**src/rtl/sipq_pkg.sv**
```systemverilog
`timescale 1ns / 1ps
// ----------------------------------------------------------------------------
// sipq_pkg
// Shared constants and types for the sorted-insert priority queue.
// ----------------------------------------------------------------------------
package sipq_pkg;

    // default sizes
    localparam int DEPTH_DEF     = 8;
    localparam int PRIO_BITS_DEF = 16;
    localparam int TAG_BITS_DEF  = 16;

    // configuration port
    localparam int CAP_BITS       = 4;
    localparam int CFG_INDEX_BITS = 1;
    localparam int CFG_DATA_BITS  = 4;

    localparam logic [CFG_INDEX_BITS-1:0] REG_CAPACITY   = 1'b0;
    localparam logic [CFG_INDEX_BITS-1:0] REG_ORDER_MODE = 1'b1;

    localparam logic [CAP_BITS-1:0] CAPACITY_RESET = 4'd8;

    localparam logic ORDER_ASCEND  = 1'b0;
    localparam logic ORDER_DESCEND = 1'b1;

    // operation kinds
    localparam logic KIND_PUSH = 1'b0;
    localparam logic KIND_POP  = 1'b1;

    // error codes
    localparam logic [1:0] ERR_NONE      = 2'd0;
    localparam logic [1:0] ERR_FULL      = 2'd1;
    localparam logic [1:0] ERR_POP_EMPTY = 2'd2;

    // broadcast control to every cell
    typedef struct packed {
        logic push_en;     // insert the new entry this cycle
        logic pop_en;      // shift every cell toward the front
        logic order_desc;  // largest priority first
    } cell_ctrl_t;

endpackage

```
**src/rtl/sipq_cell.sv**
```systemverilog
`timescale 1ns / 1ps
// ----------------------------------------------------------------------------
// sipq_cell
// One slot of the sorted queue: holds an entry, tests the new key against it
// and takes its left neighbor, the new entry or its right neighbor.
// ----------------------------------------------------------------------------
module sipq_cell #(
    parameter int PRIO_BITS = sipq_pkg::PRIO_BITS_DEF,
    parameter int TAG_BITS  = sipq_pkg::TAG_BITS_DEF
) (
    input  logic                   clk,
    input  sipq_pkg::cell_ctrl_t   ctrl,
    input  logic                   entry_valid,
    input  logic [PRIO_BITS-1:0]   new_prio,
    input  logic [TAG_BITS-1:0]    new_tag,
    input  logic [PRIO_BITS-1:0]   left_prio,
    input  logic [TAG_BITS-1:0]    left_tag,
    input  logic [PRIO_BITS-1:0]   right_prio,
    input  logic [TAG_BITS-1:0]    right_tag,
    input  logic                   found_in,
    output logic [PRIO_BITS-1:0]   prio,
    output logic [TAG_BITS-1:0]    tag,
    output logic                   found_out,
    output logic                   hit
);
    import sipq_pkg::*;

    logic [PRIO_BITS-1:0] prio_reg;
    logic [TAG_BITS-1:0]  tag_reg;
    logic                 goes_before;
    logic                 take;

    always_comb
    begin
        goes_before = (ctrl.order_desc == ORDER_DESCEND) ? !(new_prio < prio_reg)
                                                         : (new_prio < prio_reg);
        hit       = entry_valid & goes_before;
        // first empty slot also takes the entry (append)
        take      = !entry_valid | goes_before;
        found_out = found_in | take;
    end

    always_ff @(posedge clk)
    begin
        if (ctrl.push_en)
        begin
            if (found_in)
            begin
                prio_reg <= left_prio;
                tag_reg  <= left_tag;
            end
            else if (take)
            begin
                prio_reg <= new_prio;
                tag_reg  <= new_tag;
            end
        end
        else if (ctrl.pop_en)
        begin
            prio_reg <= right_prio;
            tag_reg  <= right_tag;
        end
    end

    assign prio = prio_reg;
    assign tag  = tag_reg;

endmodule

```
**src/rtl/sorted_insert_priority_queue.sv**
```systemverilog
`timescale 1ns / 1ps
// ----------------------------------------------------------------------------
// sorted_insert_priority_queue
// Bounded priority queue held sorted in a row of shifting cells.
// ----------------------------------------------------------------------------
// Takes one push or pop per clock while not stalled; the result for an item is
// valid in the cycle after its transfer and the next item may transfer in that
// same cycle while the result is taken. The speed is set by the cell row: every
// cell compares the new key in parallel and a found flag ripples through the row
// to pick the insert slot, so the row length (DEPTH) sets the critical path.
// Results show the queue after the operation; a push beyond the effective
// capacity (capacity 0 acts as 1, above DEPTH acts as DEPTH) or a pop on an
// empty queue reports an error code and leaves the queue unchanged.
// Write configuration only while no result is pending; the block does not enforce it.
module sorted_insert_priority_queue #(
    parameter int DEPTH     = sipq_pkg::DEPTH_DEF,
    parameter int PRIO_BITS = sipq_pkg::PRIO_BITS_DEF,
    parameter int TAG_BITS  = sipq_pkg::TAG_BITS_DEF,
    parameter int CNT_BITS  = $clog2(DEPTH + 1)
) (
    input  logic                                clk,
    input  logic                                rst_n,
    // configuration
    input  logic                                cfg_we,
    input  logic [sipq_pkg::CFG_INDEX_BITS-1:0] cfg_index,
    input  logic [sipq_pkg::CFG_DATA_BITS-1:0]  cfg_wdata,
    // input channel
    input  logic                                in_valid,
    output logic                                in_stall,
    input  logic                                kind,
    input  logic [PRIO_BITS-1:0]                item_priority,
    input  logic [TAG_BITS-1:0]                 item_tag,
    // output channel
    output logic                                out_valid,
    input  logic                                out_stall,
    output logic [PRIO_BITS-1:0]                front_priority,
    output logic [TAG_BITS-1:0]                 front_tag,
    output logic [PRIO_BITS-1:0]                back_priority,
    output logic [TAG_BITS-1:0]                 back_tag,
    output logic [CNT_BITS-1:0]                 entry_count,
    output logic                                is_empty,
    output logic                                is_full,
    output logic [1:0]                          op_error
);
    import sipq_pkg::*;

    localparam int CMP_BITS = (CNT_BITS > CAP_BITS) ? CNT_BITS : CAP_BITS;

    logic [CAP_BITS-1:0]  capacity_reg;
    logic                 order_mode_reg;
    logic [CNT_BITS-1:0]  count_reg;
    logic [CNT_BITS-1:0]  count_next;
    logic                 out_valid_reg;
    logic                 out_valid_next;
    logic [1:0]           err_reg;
    logic [1:0]           err_next;
    logic                 full_reg;
    logic                 full_next;
    logic [PRIO_BITS-1:0] back_prio_reg;
    logic [PRIO_BITS-1:0] back_prio_next;
    logic [TAG_BITS-1:0]  back_tag_reg;
    logic [TAG_BITS-1:0]  back_tag_next;

    logic                 in_xfer;
    logic [CMP_BITS-1:0]  cap_eff;
    logic                 full_now;
    logic                 empty_now;
    logic                 do_push;
    logic                 do_pop;
    logic                 append;
    cell_ctrl_t           ctrl;

    logic [PRIO_BITS-1:0] cell_prio [DEPTH];
    logic [TAG_BITS-1:0]  cell_tag  [DEPTH];
    logic [DEPTH:0]       found;
    logic [DEPTH-1:0]     hit;
    logic [DEPTH-1:0]     entry_valid;

    assign in_stall = out_valid_reg & out_stall;
    assign in_xfer  = in_valid & ~in_stall;

    always_comb
    begin
        if (CMP_BITS'(capacity_reg) == '0)
            cap_eff = CMP_BITS'(1);
        else if (CMP_BITS'(capacity_reg) > CMP_BITS'(DEPTH))
            cap_eff = CMP_BITS'(DEPTH);
        else
            cap_eff = CMP_BITS'(capacity_reg);
    end

    assign full_now  = CMP_BITS'(count_reg) >= cap_eff;
    assign empty_now = (count_reg == '0);
    assign do_push   = in_xfer && (kind == KIND_PUSH) && !full_now;
    assign do_pop    = in_xfer && (kind == KIND_POP) && !empty_now;

    assign ctrl.push_en    = do_push;
    assign ctrl.pop_en     = do_pop;
    assign ctrl.order_desc = order_mode_reg;

    // ---------------------------------------------------------------- cells
    assign found[0] = 1'b0;

    for (genvar i = 0; i < DEPTH; i++)
    begin : g_cell
        logic [PRIO_BITS-1:0] lp;
        logic [TAG_BITS-1:0]  lt;
        logic [PRIO_BITS-1:0] rp;
        logic [TAG_BITS-1:0]  rt;

        assign entry_valid[i] = CNT_BITS'(i) < count_reg;

        if (i == 0)
        begin : g_first
            assign lp = item_priority;
            assign lt = item_tag;
        end
        else
        begin : g_mid_l
            assign lp = cell_prio[i-1];
            assign lt = cell_tag[i-1];
        end

        if (i == DEPTH - 1)
        begin : g_last
            assign rp = cell_prio[i];
            assign rt = cell_tag[i];
        end
        else
        begin : g_mid_r
            assign rp = cell_prio[i+1];
            assign rt = cell_tag[i+1];
        end

        sipq_cell #(
            .PRIO_BITS (PRIO_BITS),
            .TAG_BITS  (TAG_BITS)
        ) u_cell (
            .clk         (clk),
            .ctrl        (ctrl),
            .entry_valid (entry_valid[i]),
            .new_prio    (item_priority),
            .new_tag     (item_tag),
            .left_prio   (lp),
            .left_tag    (lt),
            .right_prio  (rp),
            .right_tag   (rt),
            .found_in    (found[i]),
            .prio        (cell_prio[i]),
            .tag         (cell_tag[i]),
            .found_out   (found[i+1]),
            .hit         (hit[i])
        );
    end

    // no stored entry goes behind the new one: it lands at the back
    assign append = ~|hit;

    // ---------------------------------------------------------- next state
    always_comb
    begin
        count_next = count_reg;
        if (do_push)
            count_next = count_reg + CNT_BITS'(1);
        else if (do_pop)
            count_next = count_reg - CNT_BITS'(1);

        err_next = ERR_NONE;
        if (in_xfer && (kind == KIND_PUSH) && full_now)
            err_next = ERR_FULL;
        else if (in_xfer && (kind == KIND_POP) && empty_now)
            err_next = ERR_POP_EMPTY;

        full_next = CMP_BITS'(count_next) >= cap_eff;

        // the old back entry only moves, so the back changes on append alone
        back_prio_next = back_prio_reg;
        back_tag_next  = back_tag_reg;
        if (do_push && append)
        begin
            back_prio_next = item_priority;
            back_tag_next  = item_tag;
        end

        if (in_xfer)
            out_valid_next = 1'b1;
        else if (out_stall)
            out_valid_next = out_valid_reg;
        else
            out_valid_next = 1'b0;
    end

    always_ff @(posedge clk or negedge rst_n)
    begin
        if (!rst_n)
        begin
            capacity_reg   <= CAPACITY_RESET;
            order_mode_reg <= ORDER_ASCEND;
            count_reg      <= '0;
            out_valid_reg  <= 1'b0;
        end
        else
        begin
            if (cfg_we)
            begin
                unique case (cfg_index)
                    REG_CAPACITY:   capacity_reg   <= cfg_wdata[CAP_BITS-1:0];
                    REG_ORDER_MODE: order_mode_reg <= cfg_wdata[0];
                    default:        ;
                endcase
            end
            count_reg     <= count_next;
            out_valid_reg <= out_valid_next;
        end
    end

    always_ff @(posedge clk)
    begin
        if (in_xfer)
        begin
            err_reg  <= err_next;
            full_reg <= full_next;
        end
        back_prio_reg <= back_prio_next;
        back_tag_reg  <= back_tag_next;
    end

    // -------------------------------------------------------------- outputs
    assign out_valid      = out_valid_reg;
    assign front_priority = empty_now ? '0 : cell_prio[0];
    assign front_tag      = empty_now ? '0 : cell_tag[0];
    assign back_priority  = empty_now ? '0 : back_prio_reg;
    assign back_tag       = empty_now ? '0 : back_tag_reg;
    assign entry_count    = count_reg;
    assign is_empty       = empty_now;
    assign is_full        = full_reg;
    assign op_error       = err_reg;

`ifndef SYNTHESIS
    a_count_bound: assert property (@(posedge clk) disable iff (!rst_n)
        CNT_BITS'(DEPTH) >= count_reg)
        else $error("entry count above depth");

    a_push_grows: assert property (@(posedge clk) disable iff (!rst_n)
        in_xfer && (kind == KIND_PUSH) && !full_now
        |=> count_reg == $past(count_reg) + CNT_BITS'(1))
        else $error("accepted push did not add an entry");

    a_pop_shrinks: assert property (@(posedge clk) disable iff (!rst_n)
        in_xfer && (kind == KIND_POP) && !empty_now
        |=> count_reg == $past(count_reg) - CNT_BITS'(1))
        else $error("accepted pop did not remove an entry");

    a_pop_empty_err: assert property (@(posedge clk) disable iff (!rst_n)
        in_xfer && (kind == KIND_POP) && empty_now
        |=> out_valid && op_error == ERR_POP_EMPTY && count_reg == '0)
        else $error("pop on empty queue not flagged");

    a_refused_push: assert property (@(posedge clk) disable iff (!rst_n)
        in_xfer && (kind == KIND_PUSH) && full_now
        |=> op_error == ERR_FULL && $stable(count_reg))
        else $error("refused push changed the queue");
`endif

endmodule
```
**config.mk**
```make
export PLATFORM = sky130hd
export DESIGN_NAME = sorted_insert_priority_queue
export DESIGN_NICKNAME = d
export VERILOG_FILES = /design/src/rtl/sipq_pkg.sv /design/src/rtl/sipq_cell.sv /design/src/rtl/sorted_insert_priority_queue.sv
export SDC_FILE = /design/constraint.sdc
export NUM_CORES = 1
export LEC_CHECK = 0
export BUFFER_PORTS_ARGS = -buffer_cell sky130_fd_sc_hd__buf_2
export CORE_ASPECT_RATIO = 1.4
export CORE_MARGIN = 4
export CORE_UTILIZATION = 40
export DETAILED_ROUTE_END_ITERATION = 8
export PLACE_DENSITY_LB_ADDON = 0.08
export SYNTH_ARGS = -nofsm -noshare
export SYNTH_HDL_FRONTEND = slang
export SYNTH_SLANG_ARGS = --single-unit
```
**constraint.sdc**
```tcl
create_clock -name clk -period 8.3 [get_ports clk]
set_clock_uncertainty 0.05 [all_clocks]
set_input_delay 0.415 -clock clk [delete_from_list [all_inputs] [get_ports clk]]
set_output_delay 0.415 -clock clk [all_outputs]
set_load 0.005 [all_outputs]
```
==> impl_metrics.csv <==
group,metric,value,unit
logic_synthesis,synth_nets,2004,
cts,clkTransAtPathRegs,0.07,ns
sta,slew_violations,0,
floorplan,die_h,264.0,um
sta,tns,0,ns
global_route,grt_first_pass_wirelength,90550,um
global_route,grt_start_max_net_pins,92,
layout,fin_nets,2075,
logic_synthesis,synth.avg_cell_area,10.23,sq um
placement,place_inst,2478,
cts,cts_buffers,37,
cts,cts_post_setup_buffers_inserted,0,
layout,syn2layout_area_growth,13.31,%
power_and_ir_drop,power_density,292.6,mW/mm^2
layout,seq_area,0.008990,sq mm
placement,dp_hpwl,39190,um
logic_synthesis,synth_area_leaders,"edfxtp_1, ha_1, mux2i_1",
min_path,hold_path.class,"in2reg",
critical_path,critPathArrivalTime,5.24,ns
outcome,status,"complete, no violations",
sta,rsz0062_at_grt,"false",
power_and_ir_drop,finalPower,6.209,mW
logic_synthesis,synth_area,0.01873,sq mm
sta,hold_ws,0.05524,ns
floorplan,io_pins,117,
critical_path,critPathCaptureType,"flip-flop",
sta,finalCriticalPeriod,5.093,ns
logic_synthesis,synth_cell_type_count,62,
logic_synthesis,synthTopCellsByCount,"edfxtp_1, nand2_1, o21ai_0",
floorplan,rows,93,
floorplan,dieArea,0.05040,sq mm
layout,multiInputGateArea,0.008915,sq mm
detailed_routing,firstDrtPassIters,5,
cts,clk-insertion-delay-late,0.53,ns
logic_synthesis,synth_seq_area_share,48.00,%
sta,post-route-period-util,61.36,%
global_route,grt_pass1_vias,14920,
logic_synthesis,synth-main-ff-cell,"edfxtp_1",
cts,root_buffer,"clkbuf_16",
cts,cts_hold_buf,1,
critical_path,crit_fanout,33,
placement,gp_congestion,0.8960,
detailed_routing,drt_drc_violations_left,0,
cts,cts_resized,0,
logic_synthesis,async_reset_ff_share,3.322,%
global_route,grt_antenna_before_repair,1,
sta,slew-limit-headroom,23.68,%
global_route,grtUsageTotal,23.26,%
cts,clk_path_buf_depth,3,
layout,fin_cells,2547,
floorplan,fp.coreArea,0.04620,sq mm
logic_synthesis,synth_top_area_cell,"edfxtp_1",
detailed_routing,dr.first_iter.drc_count,1050,
critical_path,crit_required,8.45,ns
sta,finalHoldViolCount,0,
detailed_routing,via_count,14460,
sta,setup_viol,0,
critical_path,start_kind,"flip-flop",
cts,cts_tree,"done",
layout,fillers,4449,
detailed_routing,antenna_left,0,
logic_synthesis,yosysTopAreaCellShare,46.66,%
layout,utilization,45.94,%
layout,drive_above_1_share,13.89,%
floorplan,start_util,40.54,%
cts,cts-htree-levels,2,
placement,io_buffers,116,
logic_synthesis,yosys_warnings,0,
logic_synthesis,synth_most_common_cell,"edfxtp_1",
cts,clock-sinks,301,
sta,clock.fmax,196.4,MHz
detailed_routing,wirelength,59630,um
detailed_routing,via_per_inst,5.675,
logic_synthesis,ys_ff_latch,301,
sta,tightestPinTransition,1.116,ns
detailed_routing,wire_per_inst,23.41,um
power_and_ir_drop,irDropWorstVdd,183.4,uV
power_and_ir_drop,p_leak,8.947,nW
global_route,overflow,0,
critical_path,critPathKind,"reg2reg",
logic_synthesis,synth_edf_count,291,
logic_synthesis,synthCells,1830,
floorplan,die_x,190.9,um
job,drv_cap,0,
-- layer usage --
layer / vias up / GRT usage [%] / part of all wire, %
li1: 6826 / - / -
met5: - / 0 / 0
met4: 0 / 6.409 / 2.6
met1: 7186 / 29.05 / 41
met2: 358 / 42.50 / 52
met3: 85 / 2.432 / 3.7
-- layout make-up --
type                            count  area share, %
Timing Repair Buffer              148          3.879
Inverter                          134          2.370
Tap cell                          617          3.638
Multi-Input combinational cell   1279          42.01
Sequential cell                   301          42.36
Clock inverter                     18          1.014
Clock buffer                       49          4.717
Antenna cell                        1        0.01179
-- cells by family after synthesis --
group           count (synthesis)  synth area share [%]
simple gates                  535                 13.17
compound gates                440                 14.72
flops                         301                 48.00
buf+inv                       250                 5.324
mux                           167                 9.754
fa+ha+maj                     131                 8.751
xor+xnor                        6                0.2806
-- metrics by stage --
| stage | setup slack (ns) | instance area, sq um |
|---|---|---|
| 5_1_grt | 2.994 | 21220 |
| 4_1_cts | 3.136 | 21220 |
| 2_1_floorplan | 1.818 | 18730 |
| 3_3_place_gp | 2.962 | 19990 |
| 6_report | 3.207 | 21220 |
| 3_5_place_dp | 2.865 | 19990 |
-- cells in the final DEF (no fill, tap or decap), drive strengths merged, types with 9 or more instances in the layout --
| master | count |
|---|---|
| edfxtp | 291 |
| nand2 | 257 |
| o21ai | 151 |
| buf | 147 |
| inv | 135 |
| ha | 131 |
| mux2i | 130 |
| nor2 | 87 |
| and2 | 68 |
| a21oi | 61 |
| a31oi | 51 |
| clkbuf | 49 |
| a22oi | 47 |
| nand3 | 42 |
| mux2 | 37 |
| a21o | 36 |
| o211ai | 26 |
| o31ai | 21 |
| or3 | 21 |
| nand4 | 12 |
| o21a | 9 |
| and4 | 9 |
| dfrtp | 9 |
-- power breakdown --
group / internal [mW] / switching, mW / total, mW
Combinational: 0.770 / 1.45 / 2.22
Sequential: 2.12 / 0.199 / 2.32
Clock: 0.980 / 0.682 / 1.66
Total: 3.87 / 2.33 / 6.21
-- final timing paths --
check                                                    from                                end  slack [ns]  depth (start not counted)
min in group asynchronous                               rst_n           entry_count[1]$_DFF_PN0_        0.24                          2
max                        g_cell[1].u_cell.prio[1]$_DFFE_PP_  g_cell[4].u_cell.tag[4]$_DFFE_PP_        3.21                         10
max reg2reg                g_cell[1].u_cell.prio[1]$_DFFE_PP_  g_cell[4].u_cell.tag[4]$_DFFE_PP_        3.21                         10
max in group asynchronous                               rst_n        capacity_reg[3]$_DFFE_PN1P_        7.71                          2
min                                                  in_valid              out_valid$_DFFE_PN0P_        0.06                          2
min reg2reg                       capacity_reg[0]$_DFFE_PN0P_        capacity_reg[0]$_DFFE_PN0P_        0.46                          1
-- critical path, cell delays in order (launching register included) --
cell and delay (ns):
edfxtp_1 0.39, inv_1 0.12, ha_1 0.24, a2111oi_0 0.95
o31ai_1 0.28, nor3_1 0.28, mux2i_1 0.39, or2_2 0.73
nor2_1 0.21, o21ai_4 0.67, buf_4 0.44
Note: power is estimated with default switching activity, not from simulation.
